--- src/design/size_budget_lru_object_cache_core_defines.svh ---
// Assertion macros shared by the cache core.
`ifndef SIZE_BUDGET_LRU_OBJECT_CACHE_CORE_DEFINES_SVH
`define SIZE_BUDGET_LRU_OBJECT_CACHE_CORE_DEFINES_SVH

// Implication checked on every rising clock edge outside reset.
`define SBL_ASSERT_IMPL(label, clk, rst_n, cond, prop, msg) \
  label: assert property (@(posedge clk) disable iff (!rst_n) (cond) |-> (prop)) \
    else $error(msg);

// Next-cycle implication checked outside reset.
`define SBL_ASSERT_NEXT(label, clk, rst_n, cond, prop, msg) \
  label: assert property (@(posedge clk) disable iff (!rst_n) (cond) |=> (prop)) \
    else $error(msg);

`endif

--- src/design/sblc_pkg.sv ---
`default_nettype none
package sblc_pkg;
  localparam int unsigned EntriesDef  = 64;
  localparam int unsigned SizeBitsDef = 40;
  localparam int unsigned KeyW        = 64;
  localparam int unsigned SizeW       = 40;
  localparam int unsigned BudgetW     = 46;
  localparam int unsigned CntW        = 48;
  localparam int unsigned SmallW      = 7;

  localparam logic OpAccess = 1'b0;
  localparam logic OpQuery  = 1'b1;

  // Command word passed from the front to the back.
  typedef struct packed {
    logic             op;
    logic [KeyW-1:0]  key;
    logic [SizeW-1:0] size;
  } cmd_t;

  // Result word returned by the back.
  typedef struct packed {
    logic              hit;
    logic [SizeW-1:0]  entry_size;
    logic [SmallW-1:0] evicted_count;
    logic [CntW-1:0]   total_hits;
    logic [CntW-1:0]   total_misses;
    logic [CntW-1:0]   total_evictions;
    logic [BudgetW-1:0] bytes_in_use;
    logic [SmallW-1:0] entries_in_use;
  } res_t;
endpackage
`default_nettype wire

--- src/design/sblc_front.sv ---
`default_nettype none
// Front part: takes input words, masks the size and queues them for the back.
module sblc_front #(
  parameter int unsigned SizeBits = sblc_pkg::SizeBitsDef
) (
  input  wire logic                  clk_i,
  input  wire logic                  rst_ni,
  input  wire logic                  s_tvalid_i,
  output logic                       s_tready_o,
  input  wire logic [sblc_pkg::KeyW+sblc_pkg::SizeW-1:0] s_tdata_i,
  input  wire logic                  s_tuser_i,
  output logic                       cmd_valid_o,
  input  wire logic                  cmd_ready_i,
  output sblc_pkg::cmd_t             cmd_o
);
  localparam logic [sblc_pkg::SizeW-1:0] SizeMask =
    sblc_pkg::SizeW'((64'd1 << SizeBits) - 64'd1);

  // Two-entry queue.
  sblc_pkg::cmd_t mem_q [2];
  logic wp_q, rp_q;
  logic [1:0] cnt_q;
  sblc_pkg::cmd_t in_cmd;
  logic push, pop;

  always_comb begin
    in_cmd.op   = s_tuser_i;
    in_cmd.key  = s_tdata_i[sblc_pkg::KeyW-1:0];
    in_cmd.size = s_tdata_i[sblc_pkg::KeyW+sblc_pkg::SizeW-1:sblc_pkg::KeyW] & SizeMask;
  end

  assign s_tready_o  = (cnt_q != 2'd2);
  assign cmd_valid_o = (cnt_q != 2'd0);
  assign cmd_o       = mem_q[rp_q];
  assign push = s_tvalid_i && s_tready_o;
  assign pop  = cmd_valid_o && cmd_ready_i;

  always_ff @(posedge clk_i) begin
    if (push) begin
      mem_q[wp_q] <= in_cmd;
    end
  end

  always_ff @(posedge clk_i or negedge rst_ni) begin
    if (!rst_ni) begin
      wp_q <= 1'b0;
      rp_q <= 1'b0;
      cnt_q <= 2'd0;
    end else begin
      if (push) wp_q <= ~wp_q;
      if (pop) rp_q <= ~rp_q;
      cnt_q <= cnt_q + {1'b0, push} - {1'b0, pop};
    end
  end
endmodule
`default_nettype wire

--- config.mk ---
export PLATFORM = sky130hd
export DESIGN_NAME = sblc_front
export DESIGN_NICKNAME = d
export VERILOG_FILES = /design/src/design/size_budget_lru_object_cache_core_defines.svh /design/src/design/sblc_pkg.sv /design/src/design/sblc_front.sv
export SDC_FILE = /design/constraint.sdc
export NUM_CORES = 1
export LEC_CHECK = 0
export BUFFER_PORTS_ARGS = -buffer_cell sky130_fd_sc_hd__buf_2
export CAP_MARGIN = 10
export CORE_AREA = 5 5 139 141
export DETAILED_ROUTE_END_ITERATION = 12
export DIE_AREA = 0 0 144 146
export PLACE_DENSITY = 0.7
export SYNTH_ARGS = -nofsm -noshare
export SYNTH_HDL_FRONTEND = slang
export SYNTH_SLANG_ARGS = --single-unit
--- constraint.sdc ---
create_clock -name clk_i -period 11.8 [get_ports clk_i]
set_clock_uncertainty 0.15 [all_clocks]
set_input_delay 1.18 -clock clk_i [delete_from_list [all_inputs] [get_ports clk_i]]
set_output_delay 1.18 -clock clk_i [all_outputs]
set_load 0.005 [all_outputs]
==> metrics.csv <==
metric,value,unit
status,completed,
setup_tns,0,ns
Port Buffers,215,
post-synthesis net count,455,
most common cell in the netlist,edfxtp_1,
Synth cell types,16,
Final setup viols,0,
Hold Crit Class,input port to async pin,
pins over their slew limit,0,
Ys Warns,0,
#FFs+latches synth,214,
Max-Cap Viols,0,
GRT Util Overall,13.3,%
worst setup path category,register to primary output,
H-Tree Depth,1,
first-pass GRT wire length,22.1,mm
core area,17800,sq um
clk root buf,clkbuf_16,
Ports,216,
1st-pass router iterations,4,
die height,146,um
setup slack after placement,8.14,ns
unrepaired setup endpoints after global routing,false,
worst setup path startpoint,rp_q$_DFFE_PN0P_,
GP Congestion,0.759,
grt total ovfl,0,
hold slack,0.335,ns
Syn Area/Cell,23.1,sq um
share of layout cells above drive strength 1,60.5,%
Worst EP required,10.47,ns
cell taking the most area after synthesis,edfxtp_1,
Fin. Hold Viols,0,
CP endpoint kind,primary output,
Final Util,55.8,%
"setup slack, reg-to-reg",8.90,ns
Setup WS post-layout,7.66,ns
vias in the first global route,4236,
Slew headroom,19.3,%
"top cells by area, synth","edfxtp_1 (79%), mux2_2 (9.2%), mux2_4 (7.6%)",
DP HPWL,9.81,mm
DIE WIDTH,144,um
sequential element share of the synthesized area,80.8,%
Fill cells,1368,
CP max FO,75,
Post-synth top cells,"edfxtp_1 (210), mux2_2 (65), mux2_4 (40), buf_2 (6), buf_6 (6)",
clk sinks,214,
Clock transition at path regs,0.06,ns
# diodes,0,
Worst Path Arrival,2.81,ns
largest net degree at the start of global routing,76,
Post-route DRC,0,
layout overhead on the synthesized area,25.6,%
initial antenna violation count,2,
Synth Cell Area,7930,sq um
max frequency,0.241,GHz
site row count,49,
Reg-to-Reg Start,cnt_q[1]$_DFF_PN0_,
Lkg Pwr,3.84,nW
number of nets with antenna violations after routing,0,
via count,3942,
drt via density,4.81,
final cycle utilization of the critical path,35.1,%
Syn Inst Count,344,
"EDFF count, synth",210,
startpoint types,register,
setup repair bufs after CTS,0,
Layout Nets,685,
Max VDD drop,0.185,mV
final WL,14.7,mm
clock buffer count from CTS,22,
slew at the pin closest to its max-slew limit,1.21,ns
WL/cell,17.9,um
Max clock buf depth,3,
DRT iter0 DRCs,170,
Post-synth top flop,edfxtp_1,
Cell Pwr Density,245,nW/um^2
post-synth top area share,79.5,%
Initial Util,44.5,%
Tmin final,4.14,ns
TritonCTS clock tree,built,
Post-CTS Hold Fix Bufs,0,
post-CTS sizing,0,
clk_lat worst skew,0.49,ns
die area,21000,sq um
"Async S/R FF share, synth",1.87,%
worst paths after layout:
| path | end | depth (start not counted) |
|---|---|---|
| max in group asynchronous | rp_q$_DFFE_PN0P_ | 1 |
| hold reg to reg | cnt_q[0]$_DFF_PN0_ | 1 |
| hold / removal | cnt_q[1]$_DFF_PN0_ | 1 |
| setup reg to reg | mem_q[0][46]$_DFFE_PP_ | 4 |
| min in group clk_i | cnt_q[0]$_DFF_PN0_ | 1 |
| setup / recovery | cmd_o[52] | 3 |
registers in the layout, indices dropped and copies added (netlist names):
name   count
rp_q       1
cnt_q      2
wp_q       1
mem_q    210
critical path, cell delays in order, from the launching register on:
cell,delay [ns]
dfrtp_4,0.70
buf_4,0.94
mux2_2,0.44
buf_2,0.13
per-stage QoR:
step           total power [mW]  std cells  cell area [sq um]
2_1_floorplan              1.55        344               7930
3_3_place_gp               1.78        779               9240
3_5_place_dp               1.80        779               9240
4_1_cts                    2.48        819               9960
5_1_grt                    2.57        819               9960
6_report                   2.44        819               9960
final cells by class:
| class | instances | area (sq um) | share of cell area [%] |
|---|---|---|---|
| Clock buffer | 27 | 591 | 5.93 |
| Multi-Input combinational cell | 117 | 1440 | 14.4 |
| Timing Repair Buffer | 218 | 1100 | 11.0 |
| Inverter | 1 | 3.75 | 0.0377 |
| Tap cell | 229 | 287 | 2.88 |
| Sequential cell | 214 | 6410 | 64.3 |
| Clock inverter | 13 | 136 | 1.37 |
report_power, final:
group / total [mW] / switching [mW] / internal [mW]
logic: 0.660 / 0.312 / 0.349
clock network: 0.680 / 0.260 / 0.420
registers: 1.10 / 0.0592 / 1.04
total: 2.44 / 0.631 / 1.81
layout by cell type (no fill, tap or decap):
master     instances
dfrtp_4            1
mux2_4            40
xnor2_1            3
nand2_1            1
inv_1              1
clkbuf_1           4
or2_2              1
bufinv_16          3
clkinv_4           1
buf_2            215
clkinv_1           6
xor2_1             1
and3_4             1
clkinv_2           3
nor2_4             1
edfxtp_1         210
nand2b_1           1
and2_1             1
mux2_2            65
buf_4              3
ha_1               2
clkbuf_16         23
dfrtp_1            3
per-layer routing:
layer  track usage (%)  wire [um]
met5                 0         29
met4              4.10        313
met3              4.47       1400
met2              23.0       7540
met1              15.7       5380
logic make-up (layout without fill, tap and decap cells):
| logic type | count (synthesis) | count (layout) | share of synthesized area [%] |
|---|---|---|---|
| buffers and inverters | 13 | 259 | 1.28 |
| muxes | 105 | 105 | 16.8 |
| and+or+nand+nor | 6 | 6 | 0.410 |
| DFF | 214 | 214 | 80.8 |
| adders and majority gates | 2 | 2 | 0.315 |
| xor gates and xnor gates | 4 | 4 | 0.442 |
Power figures use the tool's default switching activity.
